===== src/sv/assert_macros.svh =====
// Assertion macros for the RTL files that carry checks (the top level).
`ifndef ASSERT_MACROS_SVH
`define ASSERT_MACROS_SVH

// cons must hold in the same cycle as ante
`define ASSERT_SAME(label, clk, rst_n, ante, cons) \
    label: assert property (@(posedge clk) disable iff (!rst_n) (ante) |-> (cons)) \
        else $error("assertion failed: same-cycle implication");

// cons must hold in the cycle after ante
`define ASSERT_NEXT(label, clk, rst_n, ante, cons) \
    label: assert property (@(posedge clk) disable iff (!rst_n) (ante) |=> (cons)) \
        else $error("assertion failed: next-cycle implication");

`endif


===== src/sv/orle_pkg.sv =====
// Types and constants of the ordered ring list engine.
`timescale 1ns / 1ps
`default_nettype none
package orle_pkg;

    localparam int KIND_W = 3;
    localparam int VAL_W  = 32;
    localparam int IDX_W  = 5;
    localparam int CNT_W  = 5;
    localparam int ELEM_W = 32;

    localparam logic [KIND_W-1:0] KIND_APPEND  = 3'd0;
    localparam logic [KIND_W-1:0] KIND_GET     = 3'd1;
    localparam logic [KIND_W-1:0] KIND_DELETE  = 3'd2;
    localparam logic [KIND_W-1:0] KIND_ROTATE  = 3'd3;
    localparam logic [KIND_W-1:0] KIND_READALL = 3'd4;
    localparam logic [KIND_W-1:0] KIND_CLEAR   = 3'd5;

    typedef enum logic [1:0] {
        ST_OK       = 2'd0,
        ST_NOTFOUND = 2'd1,
        ST_EMPTY    = 2'd2,
        ST_FULL     = 2'd3
    } t_status;

    typedef enum logic [3:0] {
        S_IDLE,
        S_EXEC,
        S_MOD,
        S_READ,
        S_CAP,
        S_SEARCH,
        S_SHIFT,
        S_ROTRD,
        S_ROTWR,
        S_EMIT
    } t_state;

    typedef struct packed {
        logic [ELEM_W-1:0] element;
        t_status           status;
        logic              last;
    } t_res;

endpackage
`default_nettype wire


===== src/sv/orle_in_if.sv =====
// Request channel: operation kind, value and index.
`timescale 1ns / 1ps
`default_nettype none
interface orle_in_if;
    logic              valid;
    logic              ready;
    logic [2:0]        kind;
    logic [31:0]       value;
    logic signed [4:0] index;

    modport source (output valid, output kind, output value, output index, input ready);
    modport sink (input valid, input kind, input value, input index, output ready);
endinterface
`default_nettype wire


===== src/sv/orle_out_if.sv =====
// Result channel: element, status, count and last mark.
`timescale 1ns / 1ps
`default_nettype none
interface orle_out_if;
    logic        valid;
    logic        ready;
    logic [31:0] element;
    logic [1:0]  status;
    logic [4:0]  count;
    logic        last;

    modport source (output valid, output element, output status, output count,
                    output last, input ready);
    modport sink (input valid, input element, input status, input count,
                  input last, output ready);
endinterface
`default_nettype wire


===== src/sv/ordered_ring_list_engine.sv =====
// Top level of the ordered ring list engine: core plus output register.
// Usage:
// - i_in carries one operation (kind, value, index); it transfers when valid and
//   ready are both high. ready is high only while the engine is idle.
// - o_out carries results (element, status, count, last). Every operation gives
//   one result, except read all on a non-empty list, which gives one per element
//   from the head, the final one marked by last.
// - Steps: append, clear, unused kinds and the refusals on an empty or full list
//   finish in the execute step; rotate reads the head and writes it to the tail;
//   get reduces the index modulo the length by repeated subtraction, then reads;
//   delete searches from the head and, on a match past the head, moves each later
//   element up; read all reads and emits each element in turn. The final result
//   reaches o_out in the same cycle that the engine is ready again. These steps
//   come from the entry RAM (registered read) and the subtract unit.
// - A result sits in an output register, so the core can go back to idle and
//   take the next operation while the receiver stalls; a second result then
//   waits in the core until the register drains.
// - Reset (i_rst_n low at a clock edge) empties the list and sets the head to
//   slot zero; entry contents are not cleared and need no clearing pass.
`timescale 1ns / 1ps
`default_nettype none
`include "assert_macros.svh"
module ordered_ring_list_engine #(
    parameter int CAPACITY   = 16,
    parameter int VALUE_BITS = 32
) (
    input  wire logic i_clk,
    input  wire logic i_rst_n,
    orle_in_if.sink   i_in,
    orle_out_if.source o_out
);
    import orle_pkg::*;

    localparam int CW = $clog2(CAPACITY + 1);

    logic              w_res_valid;
    logic              w_res_ready;
    t_res              w_res;
    logic [CW-1:0]     w_count;

    logic              r_oval;
    logic [ELEM_W-1:0] r_oelem;
    t_status           r_ostatus;
    logic [CNT_W-1:0]  r_ocount;
    logic              r_olast;

    orle_core #(
        .CAPACITY   (CAPACITY),
        .VALUE_BITS (VALUE_BITS)
    ) u_core (
        .i_clk       (i_clk),
        .i_rst_n     (i_rst_n),
        .i_in        (i_in),
        .o_res_valid (w_res_valid),
        .o_res       (w_res),
        .i_res_ready (w_res_ready),
        .o_count     (w_count)
    );

    assign w_res_ready = !r_oval || o_out.ready;

    always_ff @(posedge i_clk) begin
        if (!i_rst_n) begin
            r_oval <= 1'b0;
        end else if (w_res_valid && w_res_ready) begin
            r_oval <= 1'b1;
        end else if (o_out.ready) begin
            r_oval <= 1'b0;
        end
        if (w_res_valid && w_res_ready) begin
            r_oelem   <= w_res.element;
            r_ostatus <= w_res.status;
            r_ocount  <= CNT_W'(w_count);
            r_olast   <= w_res.last;
        end
    end

    assign o_out.valid   = r_oval;
    assign o_out.element = r_oelem;
    assign o_out.status  = r_ostatus;
    assign o_out.count   = r_ocount;
    assign o_out.last    = r_olast;

    `ASSERT_NEXT(a_busy_after_accept, i_clk, i_rst_n, i_in.valid && i_in.ready, !i_in.ready)
    `ASSERT_SAME(a_empty_has_no_count, i_clk, i_rst_n, w_res_valid && w_res.status == ST_EMPTY, w_count == '0)
    `ASSERT_SAME(a_full_at_capacity, i_clk, i_rst_n, w_res_valid && w_res.status == ST_FULL, w_count == CW'(CAPACITY))
    `ASSERT_SAME(a_error_has_no_element, i_clk, i_rst_n, w_res_valid && w_res.status != ST_OK, w_res.element == '0)
endmodule
`default_nettype wire


===== src/sv/orle_ram.sv =====
// Generic single-write, single-read RAM with registered read data.
`timescale 1ns / 1ps
`default_nettype none
module orle_ram #(
    parameter int WIDTH = 32,
    parameter int DEPTH = 16
) (
    input  wire logic                     i_clk,
    input  wire logic                     i_we,
    input  wire logic [$clog2(DEPTH)-1:0] i_waddr,
    input  wire logic [WIDTH-1:0]         i_wdata,
    input  wire logic [$clog2(DEPTH)-1:0] i_raddr,
    output logic [WIDTH-1:0]              o_rdata
);
    logic [WIDTH-1:0] r_mem [DEPTH];
    logic [WIDTH-1:0] r_q;

    always_ff @(posedge i_clk) begin
        if (i_we) begin
            r_mem[i_waddr] <= i_wdata;
        end
        r_q <= r_mem[i_raddr];
    end

    assign o_rdata = r_q;
endmodule
`default_nettype wire


===== src/sv/orle_alu.sv =====
// Subtract/compare unit used for the index modulo reduction.
`timescale 1ns / 1ps
`default_nettype none
module orle_alu #(
    parameter int W = 5
) (
    input  wire logic [W-1:0] i_a,
    input  wire logic [W-1:0] i_b,
    output logic [W-1:0]      o_diff,
    output logic              o_ge
);
    logic [W:0] w_sub;

    // borrow out of the extended subtract gives the compare
    assign w_sub  = {1'b0, i_a} - {1'b0, i_b};
    assign o_diff = w_sub[W-1:0];
    assign o_ge   = ~w_sub[W];
endmodule
`default_nettype wire


===== src/sv/orle_core.sv =====
// Sequencer and datapath: list state, entry RAM and operation steps.
`timescale 1ns / 1ps
`default_nettype none
module orle_core #(
    parameter int CAPACITY   = 16,
    parameter int VALUE_BITS = 32
) (
    input  wire logic                         i_clk,
    input  wire logic                         i_rst_n,
    orle_in_if.sink                           i_in,
    output logic                              o_res_valid,
    output orle_pkg::t_res                    o_res,
    input  wire logic                         i_res_ready,
    output logic [$clog2(CAPACITY+1)-1:0]     o_count
);
    import orle_pkg::*;

    localparam int HW = $clog2(CAPACITY);
    localparam int CW = $clog2(CAPACITY + 1);
    localparam int GW = (CW > 4) ? CW : 4;
    localparam int SW = ((CW > IDX_W) ? CW : IDX_W) + 1;

    t_state                r_state, n_state;
    logic [HW-1:0]         r_head, n_head;
    logic [CW-1:0]         r_count, n_count;
    logic [CW-1:0]         r_ptr, n_ptr;
    logic [CW-1:0]         r_cptr, n_cptr;
    logic                  r_pend, n_pend;
    logic [GW-1:0]         r_goal, n_goal;
    logic [KIND_W-1:0]     r_kind, n_kind;
    logic [VALUE_BITS-1:0] r_val, n_val;
    logic [IDX_W-1:0]      r_idx, n_idx;
    logic [ELEM_W-1:0]     r_elem, n_elem;
    t_status               r_status, n_status;
    logic                  r_last, n_last;

    logic                  w_we;
    logic [HW-1:0]         w_waddr;
    logic [VALUE_BITS-1:0] w_wdata;
    logic [HW-1:0]         w_raddr;
    logic [VALUE_BITS-1:0] w_rdata;
    logic [GW-1:0]         w_diff;
    logic                  w_ge;
    logic [SW-1:0]         w_sum;
    logic [CW:0]           w_ptr_inc;

    // physical slot of a logical position counted from the head
    function automatic logic [HW-1:0] f_slot(input logic [HW-1:0] head,
                                             input logic [CW-1:0] pos);
        logic [CW:0] sum;
        sum = (CW+1)'(head) + (CW+1)'(pos);
        if (sum >= (CW+1)'(CAPACITY)) begin
            sum = sum - (CW+1)'(CAPACITY);
        end
        return sum[HW-1:0];
    endfunction

    orle_ram #(
        .WIDTH (VALUE_BITS),
        .DEPTH (CAPACITY)
    ) u_ram (
        .i_clk   (i_clk),
        .i_we    (w_we),
        .i_waddr (w_waddr),
        .i_wdata (w_wdata),
        .i_raddr (w_raddr),
        .o_rdata (w_rdata)
    );

    orle_alu #(
        .W (GW)
    ) u_alu (
        .i_a    (r_goal),
        .i_b    (GW'(r_count)),
        .o_diff (w_diff),
        .o_ge   (w_ge)
    );

    assign w_sum = {{(SW-IDX_W){r_idx[IDX_W-1]}}, r_idx} + SW'(r_count);
    assign w_ptr_inc = {1'b0, r_ptr} + (CW+1)'(1);

    assign i_in.ready  = (r_state == S_IDLE);
    assign o_res_valid = (r_state == S_EMIT);
    assign o_res       = '{element: r_elem, status: r_status, last: r_last};
    assign o_count     = r_count;

    always_ff @(posedge i_clk) begin
        if (!i_rst_n) begin
            r_state <= S_IDLE;
            r_head  <= '0;
            r_count <= '0;
            r_pend  <= 1'b0;
        end else begin
            r_state <= n_state;
            r_head  <= n_head;
            r_count <= n_count;
            r_pend  <= n_pend;
        end
        r_ptr    <= n_ptr;
        r_cptr   <= n_cptr;
        r_goal   <= n_goal;
        r_kind   <= n_kind;
        r_val    <= n_val;
        r_idx    <= n_idx;
        r_elem   <= n_elem;
        r_status <= n_status;
        r_last   <= n_last;
    end

    always_comb begin
        n_state  = r_state;
        n_head   = r_head;
        n_count  = r_count;
        n_ptr    = r_ptr;
        n_cptr   = r_cptr;
        n_pend   = r_pend;
        n_goal   = r_goal;
        n_kind   = r_kind;
        n_val    = r_val;
        n_idx    = r_idx;
        n_elem   = r_elem;
        n_status = r_status;
        n_last   = r_last;
        w_we     = 1'b0;
        w_waddr  = '0;
        w_wdata  = r_val;
        w_raddr  = '0;

        unique case (r_state)
            S_IDLE: begin
                if (i_in.valid) begin
                    n_kind  = i_in.kind;
                    n_val   = VALUE_BITS'(i_in.value);
                    n_idx   = i_in.index;
                    n_state = S_EXEC;
                end
            end

            S_EXEC: begin
                // append, clear, unused kinds and refusals finish here with a single status-only result
                n_elem   = '0;
                n_last   = 1'b1;
                n_status = ST_OK;
                n_state  = S_EMIT;
                n_ptr    = '0;
                n_pend   = 1'b0;
                unique case (r_kind)
                    KIND_APPEND: begin
                        if (r_count >= CW'(CAPACITY)) begin
                            n_status = ST_FULL;
                        end else begin
                            w_we    = 1'b1;
                            w_waddr = f_slot(r_head, r_count);
                            n_count = r_count + CW'(1);
                        end
                    end
                    KIND_GET: begin
                        if (r_count == '0) begin
                            n_status = ST_EMPTY;
                        end else begin
                            if (r_idx[IDX_W-1]) begin
                                n_goal = w_sum[SW-1] ? '0 : w_sum[GW-1:0];
                            end else begin
                                n_goal = GW'(r_idx[IDX_W-2:0]);
                            end
                            n_state = S_MOD;
                        end
                    end
                    KIND_DELETE: begin
                        if (r_count == '0) begin
                            n_status = ST_EMPTY;
                        end else begin
                            n_state = S_SEARCH;
                        end
                    end
                    KIND_ROTATE: begin
                        if (r_count == '0) begin
                            n_status = ST_EMPTY;
                        end else begin
                            n_state = S_ROTRD;
                        end
                    end
                    KIND_READALL: begin
                        if (r_count == '0) begin
                            n_status = ST_EMPTY;
                        end else begin
                            n_state = S_READ;
                        end
                    end
                    KIND_CLEAR: begin
                        n_count = '0;
                        n_head  = '0;
                    end
                    default: begin
                    end
                endcase
            end

            S_MOD: begin
                if (w_ge) begin
                    n_goal = w_diff;
                end else begin
                    n_ptr   = r_goal[CW-1:0];
                    n_state = S_READ;
                end
            end

            S_READ: begin
                w_raddr  = f_slot(r_head, r_ptr);
                n_status = ST_OK;
                n_last   = (r_kind == KIND_GET) || (w_ptr_inc == (CW+1)'(r_count));
                n_state  = S_CAP;
            end

            S_CAP: begin
                n_elem  = ELEM_W'(w_rdata);
                n_state = S_EMIT;
            end

            S_SEARCH: begin
                // one read issued per cycle; compare uses the registered read of the address held in r_cptr
                w_raddr = f_slot(r_head, r_ptr);
                n_cptr  = r_ptr;
                n_pend  = (r_ptr < r_count);
                if (r_ptr < r_count) begin
                    n_ptr = r_ptr + CW'(1);
                end
                if (r_pend) begin
                    if (w_rdata == r_val) begin
                        n_elem   = '0;
                        n_last   = 1'b1;
                        n_status = ST_OK;
                        n_pend   = 1'b0;
                        if (r_cptr == '0) begin
                            n_count = r_count - CW'(1);
                            n_head  = (r_count == CW'(1)) ? '0 : f_slot(r_head, CW'(1));
                            n_state = S_EMIT;
                        end else begin
                            n_ptr   = r_cptr;
                            n_state = S_SHIFT;
                        end
                    end else if (({1'b0, r_cptr} + (CW+1)'(1)) == (CW+1)'(r_count)) begin
                        n_elem   = '0;
                        n_last   = 1'b1;
                        n_status = ST_NOTFOUND;
                        n_pend   = 1'b0;
                        n_state  = S_EMIT;
                    end
                end
            end

            S_SHIFT: begin
                // close the gap: read position p+1 while writing the previous read to p
                if (r_pend) begin
                    w_we    = 1'b1;
                    w_waddr = f_slot(r_head, r_cptr);
                    w_wdata = w_rdata;
                end
                if (w_ptr_inc < (CW+1)'(r_count)) begin
                    w_raddr = f_slot(r_head, w_ptr_inc[CW-1:0]);
                    n_pend  = 1'b1;
                    n_cptr  = r_ptr;
                    n_ptr   = w_ptr_inc[CW-1:0];
                end else begin
                    n_pend = 1'b0;
                    if (!r_pend) begin
                        n_count  = r_count - CW'(1);
                        n_elem   = '0;
                        n_last   = 1'b1;
                        n_status = ST_OK;
                        n_state  = S_EMIT;
                    end
                end
            end

            S_ROTRD: begin
                w_raddr = r_head;
                n_state = S_ROTWR;
            end

            S_ROTWR: begin
                // old head value goes to the free tail slot (itself when full)
                w_we     = 1'b1;
                w_waddr  = f_slot(r_head, r_count);
                w_wdata  = w_rdata;
                n_head   = f_slot(r_head, CW'(1));
                n_elem   = '0;
                n_last   = 1'b1;
                n_status = ST_OK;
                n_state  = S_EMIT;
            end

            S_EMIT: begin
                if (i_res_ready) begin
                    if (r_last) begin
                        n_state = S_IDLE;
                    end else begin
                        n_ptr   = w_ptr_inc[CW-1:0];
                        n_state = S_READ;
                    end
                end
            end

            default: begin
                n_state = S_IDLE;
            end
        endcase
    end
endmodule
`default_nettype wire


===== src/flat_wrapper.sv =====
// flat-port wrapper written by rule: the top's interface ports become plain ports
module ordered_ring_list_engine_flat import orle_pkg::*;
#(
    parameter int CAPACITY   = 16,
    parameter int VALUE_BITS = 32
)
  (i_clk, i_rst_n, i_in_valid, i_in_kind, i_in_value, i_in_index, i_in_ready, o_out_valid, o_out_element, o_out_status, o_out_count, o_out_last, o_out_ready);
  orle_in_if i_in_i ();
  orle_out_if o_out_i ();
  input  wire logic i_clk;
  input  wire logic i_rst_n;
  input wire logic [$bits(i_in_i.valid)-1:0] i_in_valid;
  input wire logic [$bits(i_in_i.kind)-1:0] i_in_kind;
  input wire logic [$bits(i_in_i.value)-1:0] i_in_value;
  input wire logic [$bits(i_in_i.index)-1:0] i_in_index;
  output wire logic [$bits(i_in_i.ready)-1:0] i_in_ready;
  output wire logic [$bits(o_out_i.valid)-1:0] o_out_valid;
  output wire logic [$bits(o_out_i.element)-1:0] o_out_element;
  output wire logic [$bits(o_out_i.status)-1:0] o_out_status;
  output wire logic [$bits(o_out_i.count)-1:0] o_out_count;
  output wire logic [$bits(o_out_i.last)-1:0] o_out_last;
  input wire logic [$bits(o_out_i.ready)-1:0] o_out_ready;
  assign i_in_i.valid = i_in_valid;
  assign i_in_i.kind = i_in_kind;
  assign i_in_i.value = i_in_value;
  assign i_in_i.index = i_in_index;
  assign i_in_ready = i_in_i.ready;
  assign o_out_valid = o_out_i.valid;
  assign o_out_element = o_out_i.element;
  assign o_out_status = o_out_i.status;
  assign o_out_count = o_out_i.count;
  assign o_out_last = o_out_i.last;
  assign o_out_i.ready = o_out_ready;
  ordered_ring_list_engine #(.CAPACITY(CAPACITY), .VALUE_BITS(VALUE_BITS)) u_core (.i_clk(i_clk), .i_rst_n(i_rst_n), .i_in(i_in_i), .o_out(o_out_i));
endmodule

===== config.mk =====
export PLATFORM = sky130hd
export DESIGN_NAME = ordered_ring_list_engine_flat
export DESIGN_NICKNAME = d
export VERILOG_FILES = /design/src/sv/orle_pkg.sv /design/src/sv/orle_in_if.sv /design/src/sv/orle_out_if.sv /design/src/sv/ordered_ring_list_engine.sv /design/src/sv/orle_ram.sv /design/src/sv/orle_alu.sv /design/src/sv/orle_core.sv /design/src/flat_wrapper.sv
export VERILOG_INCLUDE_DIRS = /design/src /design/src/sv
export SDC_FILE = /design/constraint.sdc
export NUM_CORES = 1
export LEC_CHECK = 0
export ABC_AREA = 1
export BUFFER_PORTS_ARGS = -buffer_cell sky130_fd_sc_hd__buf_4
export CAP_MARGIN = 20
export CORE_MARGIN = 5
export CORE_UTILIZATION = 35
export DETAILED_ROUTE_END_ITERATION = 7
export GPL_TIMING_DRIVEN = 0
export PLACE_DENSITY_LB_ADDON = 0.12
export REMOVE_ABC_BUFFERS = 1
export SLEW_MARGIN = 30
export SYNTH_ARGS = -nofsm -noshare
export SYNTH_HDL_FRONTEND = slang
export SYNTH_SLANG_ARGS = --single-unit

===== constraint.sdc =====
create_clock -name i_clk -period 5.96 [get_ports i_clk]
set_input_delay 0.894 -clock i_clk [delete_from_list [all_inputs] [get_ports i_clk]]
set_output_delay 0.894 -clock i_clk [all_outputs]
set_load 0.05 [all_outputs]

## Yosys cells after proc, flatten, opt, wreduce, memory -nomap -nowiden

Memories as Yosys holds them, arrays and structs flattened. A register that Yosys moved wholly into a read port is not among the register bits.
Cells that the tools add are included.

- Memory bits (writable): 512
- Memories kept: 1
- Output and inout bits: 42
- Logic and storage cells: 205
- Register bits after elaboration: 145
- Input port bits: 44

Memory list:

| name | depth | width | rd ports | clocked after Yosys merged registers in | write ports | RTL line | source |
|---|---|---|---|---|---|---|---|
| u_core.u_core.u_ram.r_mem | 16 | 32 | 1 | 1 | 1 | orle_ram.sv:15 | `logic [WIDTH-1:0] r_mem [DEPTH];` |

- Reductions and logical operators: 32
- Add/subtract/negate cells: 17
- Magnitude comparators: 8
- Multiplexer cells: 94
- Equality and inequality tests: 35

Operators by type and width:

| cell | count |
|---|---|
| $mux 32 | 6 |
| $pmux 32 s4 | 1 |
| $mux 4 | 27 |
| $mux 5 | 20 |
| $pmux 32 s2 | 1 |
| $pmux 4 s3 | 3 |
| $pmux 4 s9 | 1 |
| $eq 32x32->1 | 1 |
| $pmux 5 s2 | 3 |
| $pmux 5 s5 | 1 |
| $reduce_and 5->1 | 5 |
| $add 4x5->6 | 4 |
| $ge 6x5->1 const B | 4 |
| $ne 2x2->1 const B | 12 |
| $sub 4x1->4 const B | 5 |
| $eq 4x3->1 const B | 4 |
| $mux 1 | 16 |
| $mux 2 | 8 |
| $pmux 4 s4 | 1 |
| $pmux 5 s3 | 1 |
| $add 5x1->6 const B | 2 |
| $eq 6x5->1 | 2 |
| $reduce_bool 4->1 | 3 |
| $add 5x1->5 const B | 2 |
| 36 further kinds | 53 |

## Logic depth before layout (Yosys ltp)

Gate-level depths: netlist of run 1.

- Depth in word-level cells: 8
- Depth in mapped cells: 19
- Gate-level depth less buffers: 17

## Modules after synthesis

Synthesis of run 1 repeated with hierarchy kept, for this count alone.

- Cell total of the unflattened synthesis: 2987
- Area, all modules: 30764.5 um^2

By module, submodules not included:

| module | area each (um^2) | times used | cells an instance | sequential area each (um^2) |
|---|---|---|---|---|
| orle_ram | 22730.6 | 1 | 2120 | 16015.4 |
| orle_core | 6566.3 | 1 | 783 | 2982.9 |
| ordered_ring_list_engine | 1252.5 | 1 | 47 | 1221.2 |
| orle_alu | 215.2 | 1 | 37 | 0.0 |

## Worst setup path after synthesis of run 1

No wires, ideal clock.

- Path type: flip-flop to flip-flop
- Start point: register u_core.u_core.r_ptr[1]
- End point: register u_core.u_core.r_elem[0] (enable)
- Cell stages (with the launch flop): 13
- Buffers on the path: 0
- Clock period less this slack: 4.440 ns
- Required time: 5.499 ns
- Library setup time: 0.461 ns
- Arrival time: 3.978 ns
- Slack: 1.520 ns
- Path through: edfxtp_1 -> ha_1 -> nand3_1 -> xor2_1 -> ha_1 -> nand2_1 -> nor2_1 -> nand2_1 -> nand2_1 -> nor3_2 -> inv_1 -> nand2_1 -> nor3_1

- Cells in the longest elaborated chain, start to end: 4

RTL lines:

| what | RTL line | source |
|---|---|---|
| start, declared | orle_core.sv:26 | `logic [CW-1:0] r_ptr, n_ptr;` |
| start signal, assigned | orle_core.sv:99 | `r_ptr <= n_ptr;` |
| $add 5x1->6 | orle_core.sv:80 | `assign w_ptr_inc = {1'b0, r_ptr} + (CW+1)'(1);` |
| $lt 6x5->1 | orle_core.sv:259 | `if (w_ptr_inc < (CW+1)'(r_count)) begin` |
| $ne 2x2->1 (no line) | n/a |  |
| $reduce_and 5->1 (no line) | n/a |  |
| end signal, assigned | orle_core.sv:105 | `r_elem <= n_elem;` |
| end, declared | orle_core.sv:33 | `logic [ELEM_W-1:0] r_elem, n_elem;` |

No other way between the ends.
A chain may end at the register's enable or synchronous reset.

## Worst setup path after layout of run 1

- Start point: register u_core.u_core.r_ptr[1]
- End point: register u_core.u_core.u_ram.r_q[21], in the netlist u_core.u_core.u_ram.o_rdata[21] (read register of u_core.u_core.u_ram.r_mem)

- Cells in the longest elaborated chain, start to end: 6
- Elaborated cells on any way between the ends: 12
- Classes of those cells: add/sub (5); order compare (3); mux (4)

RTL lines:

| what | RTL line | source |
|---|---|---|
| $add 5x1->6 | orle_core.sv:80 |  |
| $add 4x5->6 | orle_core.sv:51 | `sum = (CW+1)'(head) + (CW+1)'(pos);` |
| $ge 6x5->1 / $sub 4x1->4 (equally long branches) | orle_core.sv:52, orle_core.sv:53 |  |
| $mux 4 | orle_core.sv:52 | `if (sum >= (CW+1)'(CAPACITY)) begin` |
| $mux 4 | orle_core.sv:259 |  |
| $pmux 4 s3 (*) | orle_core.sv:129 | `unique case (r_state)` |
| end, declared | orle_ram.sv:16 | `logic [WIDTH-1:0] r_q;` |

Every way passes the cells marked *; elsewhere a longest branch is shown, timed or not.

==> summary.txt, run 1 <==
Logic synthesis
  • Mapped Avg Cell Area: 10.7 um^2
  • Ys async rst share: 0
  • Post-Synthesis Cell Area: 30300 um^2
  • Library cells used by synthesis: 48
  • Most used flip-flop cell after synthesis: edfxtp_1
  • Synthesized flop and latch total: 689
  • Cells after synthesis: 2824
  • Register area share after synthesis: 0.668
  • Yosys warning count: 0
  • Post-synth EDFFs: 642

Power
  • Switching pwr: 5.76 mW
  • Maximum VDD drop: 0.000246 V
  • Int Pwr: 10.8 mW
  • Power density cells: 457 nW/um^2
  • Combinational share of power: 0.296
  • Sw Share: 0.348
  • Clock share of power: 0.283
  • Seq pwr share: 0.421
  • Total chip power: 16.6 mW
  • Pleak: 14.1 nW

Cells and area
  • Design area: 36200 um^2
  • Nets@finish: 3016
  • Area Growth Syn to Fin: 19.7%
  • N_diodes: 0
  • Layout cells sized above 1: 0.122

Die
  • Initial Util: 0.354
  • Die H: 304 um
  • Total die area: 92500 um^2
  • Core footprint: 85500 um^2
  • I/O Pins: 86
  • FP Rows: 107
  • Die Wd: 304 um

Clock tree
  • Clock H-tree levels: 3
  • Post-CTS Resized: 0
  • Skew-Pair Late Insertion Delay: 0.64 ns
  • Cts bufs inserted: 80
  • Post-CTS Setup Inserts: 0
  • CTS Hold Bufs: 0
  • CTS tree: built
  • CTS root buf: clkbuf_16
  • Worst-path clk slew: 0.05 ns
  • Clock sink total: 689
  • Buffer levels on the longest clock path: 3

Critical path
  • R2R depth: 18
  • FF-to-FF Start: u_core.u_core.r_ptr[1]$_DFFE_PP_
  • Worst flop-to-flop path endpoint: u_core.u_core.u_ram.o_rdata[21]$_DFF_P_
  • Max Fanout on Critical Path: 84
  • CP Launch Type: flip-flop
  • Beginning of the critical path: u_core.u_core.r_ptr[1]$_DFFE_PP_
  • Worst Setup End Kind: flip-flop
  • WP data arrival: 4.87 ns
  • FF-to-FF setup slack: 1.60 ns
  • Critical path type: flip-flop to flip-flop
  • Data required, critical path: 6.47 ns

Place
  • Port bufs: 85
  • Placement Cell Area: 33600 um^2
  • Placer Congestion: 0.835
  • Final HPWL DP: 54000 um

Timing
  • Setup Skew: 0.0398 ns
  • Post-layout min period: 4.36 ns
  • Final Hold Fails: 0
  • Setup Viol. Count Final: 0
  • Max-slew violation count: 0
  • Worst hold slack: 0.415 ns
  • RSZ-0062 raised after global routing: false
  • Fin crit share: 0.731
  • FMAX: 229 MHz
  • Measured slew at the worst slew-check pin: 0.768 ns
  • Setup TNS: 0 ns
  • Max-slew headroom: 0.488

Route
  • Antenna-violating nets left: 0
  • DRC viols: 0
  • DR WL/cell: 21.2 um
  • DR vias/cell: 5.04
  • First-pass DRT Iterations: 5
  • Detailed Route WL: 87900 um
  • Vias: 20.8k
  • DRT iter0 DRCs: 1645

Min path
  • WHS Path Cells: 0
  • Hold Path Sink: u_core.o_out.status[0]$_DFFE_PP_
  • Critical hold path startpoint: u_core.u_core.r_status[0]$_DFFE_PP_
  • Worst Hold Class: flip-flop to flip-flop

Global routing
  • Initial antenna violation count: 2
  • Global-route wire length before repair: 131000 um
  • Largest net degree at the start of global routing: 98
  • Vias in the first global route: 20.4k
  • Grt total ovfl: 0
  • GRT Total Usage: 0.185

Run status
  • Outcome: finished, final reports clean

Job
  • Max cap viols: 0
registers in the layout (all words and copies together) (netlist names), 2 cells and up:
name                         count
u_core.u_core.r_ptr              5
u_core.u_core.r_cptr             5
u_core.u_core.r_val             32
u_core.u_core.r_state            4
u_core.u_core.r_kind             3
u_core.o_out.element            32
u_core.u_core.u_ram.r_mem      512
u_core.u_core.r_goal             5
u_core.u_core.r_status           2
u_core.u_core.r_head             4
u_core.u_core.o_count            5
u_core.u_core.r_idx              5
u_core.u_core.u_ram.o_rdata     32
u_core.u_core.r_elem            32
u_core.o_out.status              2
u_core.o_out.count               5
worst max-delay path by stage:
stage                                                    endpoint  slack [ns]
final                     u_core.u_core.u_ram.o_rdata[21]$_DFF_P_        1.60
after CTS                 u_core.u_core.u_ram.o_rdata[20]$_DFF_P_        1.57
after detailed placement  u_core.u_core.u_ram.o_rdata[23]$_DFF_P_        1.57
after global placement    u_core.u_core.u_ram.o_rdata[12]$_DFF_P_       -6.92
after global routing      u_core.u_core.u_ram.o_rdata[21]$_DFF_P_        1.27
after floorplan            u_core.u_core.u_ram.o_rdata[0]$_DFF_P_       -1.48
Yosys cell counts, types with 2 or more instances:
library cell	number	area share
inv_1	204	0.025
nor2_2	4	0.00083
edfxtp_1	642	0.64
nor2_1	143	0.018
xor2_1	15	0.0043
nand3_1	519	0.086
nand3b_1	33	0.0082
a32oi_1	2	0.00058
buf_2	113	0.019
fa_1	6	0.0040
o21ai_0	23	0.0038
a21oi_1	62	0.010
clkbuf_1	11	0.0014
nor2_4	3	0.0011
a22oi_1	9	0.0022
nand2_1	833	0.10
nor3_1	7	0.0012
inv_2	8	0.00099
o22ai_1	3	0.00062
buf_4	20	0.0050
ha_1	39	0.016
nor3_2	2	0.00066
o211ai_1	4	0.00099
nand4_1	9	0.0019
a21o_1	2	0.00050
or2_2	3	0.00062
buf_1	2	0.00025
dfxtp_1	47	0.031
clkinv_1	2	0.00025
nand2_2	5	0.0010
xnor2_1	31	0.0090
a31oi_1	2	0.00041
layout make-up:
type / count / area [um^2]
clock buffer: 115 / 2260
sequential: 689 / 20200
clock inverter: 32 / 258
timing repair buffer: 169 / 2490
inverter: 214 / 821
tap: 1144 / 1430
fill: 7984 / 49300
multi-input combinational: 1773 / 8770
routing by layer:
metal | vias up | GRT usage | wire [um]
li1 | 9853 | - | -
met1 | 10300 | 0.257 | 39600
met2 | 587 | 0.304 | 41400
met3 | 156 | 0.0253 | 4300
met4 | 0 | 0.0584 | 2620
met5 | - | 0 | 0
stage by stage:
step,worst slack (ns),utilization,instances
global route,1.27,0.424,4136
floorplan,-1.48,-,2676
global placement,-6.92,0.369,3905
finish,1.60,0.424,4136
detailed placement,1.57,0.393,3989
CTS,1.57,0.423,4136
power groups by stage:
stage	combinational, mW	clock, mW	sequential, mW
6_report	4.90	4.70	6.97
4_1_cts	4.92	4.83	6.98
3_3_place_gp	4.49	0	7.15
2_1_floorplan	2.84	0	7.06
3_5_place_dp	4.89	0	7.07
5_1_grt	5.46	5.03	7.02
cell families after synthesis:
logic type	count (synthesis)	share of synthesized area
simple gates	1565	0.224
flops	689	0.668
buf+inv	362	0.0523
compound gates	116	0.0222
xor+xnor	46	0.0133
fa+ha+maj	45	0.0201
mux	1	0.000331
cell usage in the layout (no fill, tap or decap), drive strengths merged, types with 4 or more instances in the layout:
cell	instances
nand2	839
edfxtp	642
nand3	520
inv	215
buf	169
nor2	151
clkbuf	115
a21oi	63
dfxtp	47
ha	39
nand3b	33
xnor2	31
clkinv	28
o21ai	24
xor2	15
nand4	9
a22oi	9
nor3	9
fa	6
o211ai	4
critical path: stages (launching register included):
cell,delay [ns]
edfxtp_1,0.59
ha_1,0.27
xor2_1,0.45
ha_1,0.33
inv_1,0.05
nor2_1,0.05
nand2_1,0.06
nand2_1,0.08
nor2_2,0.19
nand3_1,0.16
nand2_4,0.43
buf_12,0.31
buf_16,0.28
inv_8,0.19
buf_16,0.32
nand2_1,0.13
nand3_1,0.07
nand3_1,0.14
nand2_1,0.08
No activity file was read; power rests on OpenSTA's default activity.
==> run 2, diff against run 1 <==
--- a/config.mk
+++ b/config.mk
@@ -6,7 +6,7 @@
 export SDC_FILE = /design/constraint.sdc
 export NUM_CORES = 1
 export LEC_CHECK = 0
-export ABC_AREA = 1
+export ABC_AREA = 0
 export BUFFER_PORTS_ARGS = -buffer_cell sky130_fd_sc_hd__buf_4
 export CAP_MARGIN = 20
 export CORE_MARGIN = 5
==> constraint.sdc (replaced) <==
create_clock -name i_clk -period 3.7 [get_ports i_clk]
set_input_delay 0.555 -clock i_clk [delete_from_list [all_inputs] [get_ports i_clk]]
set_output_delay 0.555 -clock i_clk [all_outputs]
set_load 0.05 [all_outputs]
==> summary.txt, run 2 <==
Die
  • Die H: 295 um (was 304 um)
  • I/O Pins: 86 (unchanged)
  • Die Wd: 295 um (was 304 um)
  • Initial Util: 0.353 (was 0.354)
  • FP Rows: 104 (was 107)
  • Core footprint: 80400 um^2 (was 85500 um^2)
  • Total die area: 86900 um^2 (was 92500 um^2)

Timing
  • RSZ-0062 raised after global routing: false (unchanged)
  • Setup Skew: 0.0383 ns (was 0.0398 ns)
  • Final Hold Fails: 0 (unchanged)
  • FMAX: 277 MHz (was 229 MHz)
  • Measured slew at the worst slew-check pin: 0.930 ns (was 0.768 ns)
  • Max-slew violation count: 0 (unchanged)
  • Post-route setup slack: 0.0893 ns (was 1.60 ns)
  • Worst hold slack: 0.106 ns (was 0.415 ns)
  • Fin crit share: 0.976 (was 0.731)
  • Max-slew headroom: 0.373 (was 0.488)
  • Setup Viol. Count Final: 0 (unchanged)
  • Post-layout min period: 3.61 ns (was 4.36 ns)

Critical path
  • Data required, critical path: 4.02 ns (was 6.47 ns)
  • CP Launch Type: flip-flop (unchanged)
  • Worst Setup End Kind: flip-flop (unchanged)
  • Cell Chain, Critical Path: ha_1, inv_1, fa_1, xor2_1, o22ai_1, nand2_1, nor2_4, buf_16, buf_16 (was ha_1, xor2_1, ha_1, inv_1, nor2_1, nand2_1, nand2_1, nor2_2, nand3_1, nand2_4, buf_12, buf_16, inv_8, buf_16, nand2_1, nand3_1, nand3_1, nand2_1)
  • Worst path slowest cell: dfxtp_1 (was edfxtp_1)
  • Max Fanout on Critical Path: 15 (was 84)
  • Worst path most repeated cell: buf_16 (was nand2_1)
  • CP peak stage delay: 0.73 ns (was 0.59 ns)
  • Critical path type: flip-flop to flip-flop (unchanged)
  • WP data arrival: 3.93 ns (was 4.87 ns)

Logic synthesis
  • Library cells used by synthesis: 67 (was 48)
  • Post-Synthesis Cell Area: 28400 um^2 (was 30300 um^2)
  • Most frequent cell after synthesis: edfxtp_1 (was nand2_1)
  • Ys async rst share: 0 (unchanged)
  • Cells after synthesis: 1831 (was 2824)
  • Synth top area cells: edfxtp_1 68%, mux2i_1 3.7%, a32o_1 3.4% (was edfxtp_1 64%, nand2_1 10%, nand3_1 8.6%)
  • Post-synth top area cell: edfxtp_1 (unchanged)
  • Post-synth EDFFs: 642 (unchanged)
  • Register area share after synthesis: 0.713 (was 0.668)
  • Mapped Avg Cell Area: 15.5 um^2 (was 10.7 um^2)
  • Synthesized flop and latch total: 689 (unchanged)
  • Top-area cell type share of the netlist area: 0.679 (was 0.637)
  • Yosys warning count: 0 (unchanged)
  • Most used flip-flop cell after synthesis: edfxtp_1 (unchanged)
  • Synth top cells by count: 642 x edfxtp_1, 234 x nand2_1, 105 x mux2i_1 (was 833 x nand2_1, 642 x edfxtp_1, 519 x nand3_1)

Power
  • Power density cells: 592 nW/um^2 (was 457 nW/um^2)
  • Pleak: 12.5 nW (was 14.1 nW)
  • Total chip power: 20.7 mW (was 16.6 mW)
  • Maximum VDD drop: 0.000317 V (was 0.000246 V)

Route
  • Detailed Route WL: 83100 um (was 87900 um)
  • DRT iter0 DRCs: 1413 (was 1645)
  • DRC viols: 0 (unchanged)
  • DR WL/cell: 26.6 um (was 21.2 um)
  • First-pass DRT Iterations: 6 (was 5)
  • DR vias/cell: 5.37 (was 5.04)
  • Antenna-violating nets left: 0 (unchanged)
  • Vias: 16.8k (was 20.8k)

Cells and area
  • Commonest cells after routing, fill and taps aside: 642 x edfxtp_1, 233 x nand2_1, 114 x buf_4 (was 830 x nand2_1, 642 x edfxtp_1, 519 x nand3_1)
  • Area Growth Syn to Fin: 23.2% (was 19.7%)
  • FILL cells: 7118 (was 7984)
  • Design area: 34900 um^2 (was 36200 um^2)
  • Nets@finish: 2092 (was 3016)
  • Most common cell after layout, fill and taps aside: edfxtp_1 (was nand2_1)
  • Biggest register: u_core.u_core.u_ram.r_mem (unchanged)
  • Layout cells sized above 1: 0.215 (was 0.122)
  • Multi-input gate area: 8060 um^2 (was 8770 um^2)
  • Max reg flops: 512 (unchanged)
  • FF/Latch Area: 20200 um^2 (about the same)
  • Non-Filler Instances: 3127 (was 4136)

Min path
  • Worst Hold Class: input pin to flip-flop (was flip-flop to flip-flop)

Global routing
  • Initial antenna violation count: 3 (was 2)
  • Largest net degree at the start of global routing: 44 (was 98)
  • Grt total ovfl: 0 (unchanged)
  • Global-route wire length before repair: 119000 um (was 131000 um)
  • GRT Total Usage: 0.188 (was 0.185)
  • Vias in the first global route: 16.6k (was 20.4k)

Job
  • Max cap viols: 0 (unchanged)

Clock tree
  • Clock sink total: 689 (unchanged)
  • Buffer levels on the longest clock path: 3 (unchanged)
  • CTS tree: built (unchanged)
  • Cts bufs inserted: 77 (was 80)
  • CTS root buf: clkbuf_16 (unchanged)
  • Skew-Pair Late Insertion Delay: 0.62 ns (was 0.64 ns)
  • CTS Hold Bufs: 0 (unchanged)
  • Worst-path clk slew: 0.06 ns (was 0.05 ns)
  • Clock H-tree levels: 3 (unchanged)

Place
  • Final HPWL DP: 52200 um (was 54000 um)
  • Placement Cell Area: 31900 um^2 (was 33600 um^2)
  • Setup WS pre-CTS: -0.715 ns (was 1.57 ns)
  • Placed insts: 2950 (was 3989)
  • Placer Congestion: 0.820 (was 0.835)
  • Port bufs: 85 (unchanged)

Run status
  • Outcome: finished, final reports clean (unchanged)
## run 2: kinds of logic after synthesis
kind of cell / share of synthesized area
XOR/XNOR: 0.0204
AO/OA/AOI/OAI: 0.0833
adder cells (fa/ha/maj): 0.0214
multiplexers: 0.0763
buffers and inverters: 0.0198
flip-flops: 0.713
AND/OR/NAND/NOR: 0.0662
## run 2: per-stage QoR
| step | util | setup TNS, ns |
|---|---|---|
| CTS | 0.432 | 0 |
| global placement | 0.372 | -4826.18 |
| global route | 0.435 | 0 |
| floorplan | - | -454.18 |
| detailed placement | 0.397 | -45.37 |
| finish | 0.435 | 0 |
## run 2: area by class of cell
type	instances	share of cell area
Antenna cell	1	0.0000716
Clock buffer	100	0.0599
Clock inverter	42	0.0124
Inverter	26	0.00279
Multi-Input combinational cell	1018	0.231
Sequential cell	689	0.579
Tap cell	1060	0.0379
Timing Repair Buffer	191	0.0776
## run 2: critical path, delay by kind of cell, from the launching register on
family | cells | cell delay, ns
XOR/XNOR | 1 | 0.17
AO/OA/AOI/OAI | 1 | 0.32
adder cells (fa/ha/maj) | 2 | 0.72
buffers and inverters | 3 | 0.46
flip-flops | 1 | 0.73
AND/OR/NAND/NOR | 2 | 0.89
## run 2: where the power goes
part           leakage [nW]  total, mW  switching, mW  internal (mW)
logic                  4.99       3.13           2.06           1.07
clock network          1.24       7.59           3.14           4.45
registers              6.23       9.97          0.345           9.62
## run 2: path summary, 6_finish.rpt
| kind | cells after the start | slack (ns) | end | startpoint |
|---|---|---|---|---|
| worst min-delay path | 1 | 0.11 | u_core.u_core.r_val[21]$_DFFE_PP_ | i_in_value[21] |
| worst max register to register | 9 | 0.09 | u_core.u_core.u_ram.r_mem[7][27]$_DFFE_PP_ | u_core.u_core.o_count[0]$_SDFFE_PN0P_ |
| worst max-delay path | 9 | 0.09 | u_core.u_core.u_ram.r_mem[7][27]$_DFFE_PP_ | u_core.u_core.o_count[0]$_SDFFE_PN0P_ |
| worst min register to register | 0 | 0.42 | u_core.o_out.element[14]$_DFFE_PP_ | u_core.u_core.r_elem[14]$_SDFFCE_PP0P_ |
## run 2: what timing repair did
| action | CTS | global route |
|---|---|---|
| gates cloned | 4 | 0 |
| pin swaps | 1 | 8 |
| buffers inserted | 16 | 14 |
| resized for setup | 24 | 14 |
| endpoints found under the setup margin | 174 | 166 |
## run 2: per-layer routing
metal | vias to the layer above | global-route usage | part of all wire
met5 | - | 0 | 0.00020
li1 | 7490 | - | -
met1 | 8690 | 0.277 | 0.47
met3 | 121 | 0.0289 | 0.050
met2 | 486 | 0.295 | 0.46
met4 | 2 | 0.0419 | 0.022
==> run 3, diff against run 2 <==
--- a/config.mk
+++ b/config.mk
@@ -9,6 +9,7 @@
 export ABC_AREA = 0
 export BUFFER_PORTS_ARGS = -buffer_cell sky130_fd_sc_hd__buf_4
 export CAP_MARGIN = 20
+export CORE_ASPECT_RATIO = 2
 export CORE_MARGIN = 5
 export CORE_UTILIZATION = 35
 export DETAILED_ROUTE_END_ITERATION = 7
==> summary.txt, run 3 (same netlist as run 2, synthesis figures left out) <==
Die
  • Die H: 413 um (was 295 um)
  • Total die area: 87200 um^2 (was 86900 um^2)
  • Core footprint: 80400 um^2 (about the same)
  • Initial Util: 0.353 (about the same)
  • FP Rows: 147 (was 104)
  • I/O Pins: 86 (unchanged)
  • Die Wd: 211 um (was 295 um)

Cells and area
  • Nets@finish: 2083 (was 2092)
  • Max reg flops: 512 (unchanged)
  • Most common cell after layout, fill and taps aside: edfxtp_1 (unchanged)
  • N_diodes: 0 (was 1)
  • Biggest register: u_core.u_core.u_ram.r_mem (unchanged)
  • Commonest cells after routing, fill and taps aside: 642 x edfxtp_1, 232 x nand2_1, 111 x buf_4 (was 642 x edfxtp_1, 233 x nand2_1, 114 x buf_4)
  • Layout cells sized above 1: 0.216 (was 0.215)
  • Non-Filler Instances: 3088 (was 3127)
  • Area Growth Syn to Fin: 22.0% (was 23.2%)

Timing
  • Setup Viol. Count Final: 0 (unchanged)
  • FMAX: 273 MHz (was 277 MHz)
  • Setup TNS: 0 ns (unchanged)
  • Post-layout min period: 3.67 ns (was 3.61 ns)
  • RSZ-0062 raised after global routing: true (was false)
  • Post-route setup slack: 0.0342 ns (was 0.0893 ns)
  • Fin crit share: 0.991 (was 0.976)
  • Final Hold Fails: 0 (unchanged)
  • Max-slew headroom: 0.437 (was 0.373)
  • Max-slew violation count: 0 (unchanged)
  • Measured slew at the worst slew-check pin: 0.842 ns (was 0.930 ns)
  • Setup Skew: 0.0238 ns (was 0.0383 ns)

Critical path
  • FF-to-FF Start: u_core.u_core.o_count[4]$_SDFFE_PN0P_ (was u_core.u_core.o_count[0]$_SDFFE_PN0P_)
  • Worst flop-to-flop path endpoint: u_core.u_core.u_ram.o_rdata[10]$_DFF_P_ (was u_core.u_core.u_ram.r_mem[7][27]$_DFFE_PP_)
  • Worst Setup End Kind: flip-flop (unchanged)
  • Beginning of the critical path: u_core.u_core.o_count[4]$_SDFFE_PN0P_ (was u_core.u_core.o_count[0]$_SDFFE_PN0P_)
  • Crit path to: u_core.u_core.u_ram.o_rdata[10]$_DFF_P_ (was u_core.u_core.u_ram.r_mem[7][27]$_DFFE_PP_)
  • CP Launch Type: flip-flop (unchanged)
  • Critical path type: flip-flop to flip-flop (unchanged)
  • Max Fanout on Critical Path: 24 (was 15)
  • FF-to-FF setup slack: 0.03 ns (was 0.09 ns)
  • Data required, critical path: 4.19 ns (was 4.02 ns)
  • WP data arrival: 4.16 ns (was 3.93 ns)
  • R2R depth: 12 (was 9)

Clock tree
  • Buffer levels on the longest clock path: 3 (unchanged)
  • CTS root buf: clkbuf_16 (unchanged)
  • CTS tree: built (unchanged)
  • Skew-Pair Late Insertion Delay: 0.63 ns (was 0.62 ns)
  • Clock sink total: 689 (unchanged)
  • Worst-path clk slew: 0.07 ns (was 0.06 ns)
  • Cts bufs inserted: 66 (was 77)
  • Clock H-tree levels: 3 (unchanged)

Power
  • Clock share of power: 0.344 (was 0.367)
  • Switching pwr: 5.36 mW (was 5.54 mW)
  • Seq pwr share: 0.499 (was 0.482)
  • Maximum VDD drop: 0.000330 V (was 0.000317 V)
  • Pleak: 12.3 nW (was 12.5 nW)
  • Int Pwr: 14.7 mW (was 15.1 mW)
  • Combinational share of power: 0.157 (was 0.151)
  • Sw Share: 0.267 (was 0.268)
  • Power density cells: 579 nW/um^2 (was 592 nW/um^2)

Route
  • DRC viols: 0 (unchanged)
  • Antenna-violating nets left: 0 (unchanged)
  • DR WL/cell: 27.6 um (was 26.6 um)
  • DR vias/cell: 5.43 (was 5.37)
  • Detailed Route WL: 85200 um (was 83100 um)
  • First-pass DRT Iterations: 6 (unchanged)
  • DRT iter0 DRCs: 1287 (was 1413)
  • Vias: 16.8k (about the same)

Global routing
  • Grt total ovfl: 0 (unchanged)
  • Initial antenna violation count: 1 (was 3)
  • Vias in the first global route: 17.5k (was 16.6k)
  • GRT Total Usage: 0.193 (was 0.188)
  • Global-route wire length before repair: 122000 um (was 119000 um)
  • Largest net degree at the start of global routing: 71 (was 44)

Job
  • Max cap viols: 0 (unchanged)

Place
  • Setup WS pre-CTS: -0.854 ns (was -0.715 ns)
  • Final HPWL DP: 56500 um (was 52200 um)
  • Placer Congestion: 0.905 (was 0.820)
  • Placed insts: 2940 (was 2950)
  • Port bufs: 85 (unchanged)

Min path
  • Worst Hold Class: input pin to flip-flop (unchanged)

Run status
  • Outcome: finished, final reports clean (unchanged)
==> run 3: area by class of cell <==
cell class / instances / area (um^2)
Clock buffer: 86 / 1870
Clock inverter: 33 / 318
Fill cell: 7070 / 45800
Inverter: 26 / 101
Multi-Input combinational cell: 1017 / 8090
Sequential cell: 689 / 20200
Tap cell: 1043 / 1310
Timing Repair Buffer: 194 / 2710
==> run 3: worst min-delay path by stage <==
stage | from | end | slack (ns) | cells after the start
2_1_floorplan | u_core.u_core.r_elem[0]$_SDFFCE_PP0P_ | u_core.o_out.element[0]$_DFFE_PP_ | 0.40 | 0
3_3_place_gp | u_core.u_core.r_elem[24]$_SDFFCE_PP0P_ | u_core.o_out.element[24]$_DFFE_PP_ | 0.40 | 0
3_5_place_dp | u_core.u_core.r_elem[6]$_SDFFCE_PP0P_ | u_core.o_out.element[6]$_DFFE_PP_ | 0.40 | 0
4_1_cts | i_in_value[7] | u_core.u_core.r_val[7]$_DFFE_PP_ | 0.05 | 1
5_1_grt | i_in_index[2] | u_core.u_core.r_idx[2]$_DFFE_PP_ | 0.07 | 1
6_report | i_in_value[8] | u_core.u_core.r_val[8]$_DFFE_PP_ | 0.10 | 1
==> run 3: what timing repair did <==
item | 4_1_cts | 5_1_grt
cloned | 5 | 0
pin swaps | 3 | 2
buffers inserted | 19 | 7
gates resized for setup | 32 | 17
endpoints found under the setup margin | 183 | 50
hold buffers | 0 | 0
==> run 3: power groups by stage <==
stage / clock network, mW / logic [mW] / registers (mW)
3_5_place_dp: 0 / 2.98 / 10.2
2_1_floorplan: 0 / 1.53 / 10.1
6_report: 6.90 / 3.15 / 10.0
4_1_cts: 7.08 / 3.13 / 9.99
5_1_grt: 7.38 / 3.37 / 10.0
3_3_place_gp: 0 / 2.74 / 10.2
==> run 3: critical path: stages (launching register included) <==
cell	delay, ns
dfxtp_1	0.66
inv_1	0.26
ha_1	0.40
a21oi_2	0.15
nand2_2	0.11
or4_4	0.47
and2_4	0.20
buf_12	0.17
buf_16	0.19
buf_16	0.20
mux2_1	0.35
o221ai_2	0.20
o32ai_1	0.12
==> run 3: per-layer routing <==
metal,part of all wire,track usage
met5,0,0
met4,0.039,0.0767
met3,0.040,0.0269
met2,0.53,0.350
met1,0.39,0.230
==> run 3: metrics by stage <==
stage | hold slack (ns) | cell area (um^2) | util | power (mW)
floorplan | 0.400 | 27900 | - | 11.7
CTS | 0.0484 | 34500 | 0.429 | 20.2
finish | 0.102 | 34600 | 0.431 | 20.1
detailed placement | 0.405 | 31900 | 0.397 | 13.1
global route | 0.0710 | 34600 | 0.431 | 20.8
global placement | 0.403 | 29900 | 0.371 | 12.9
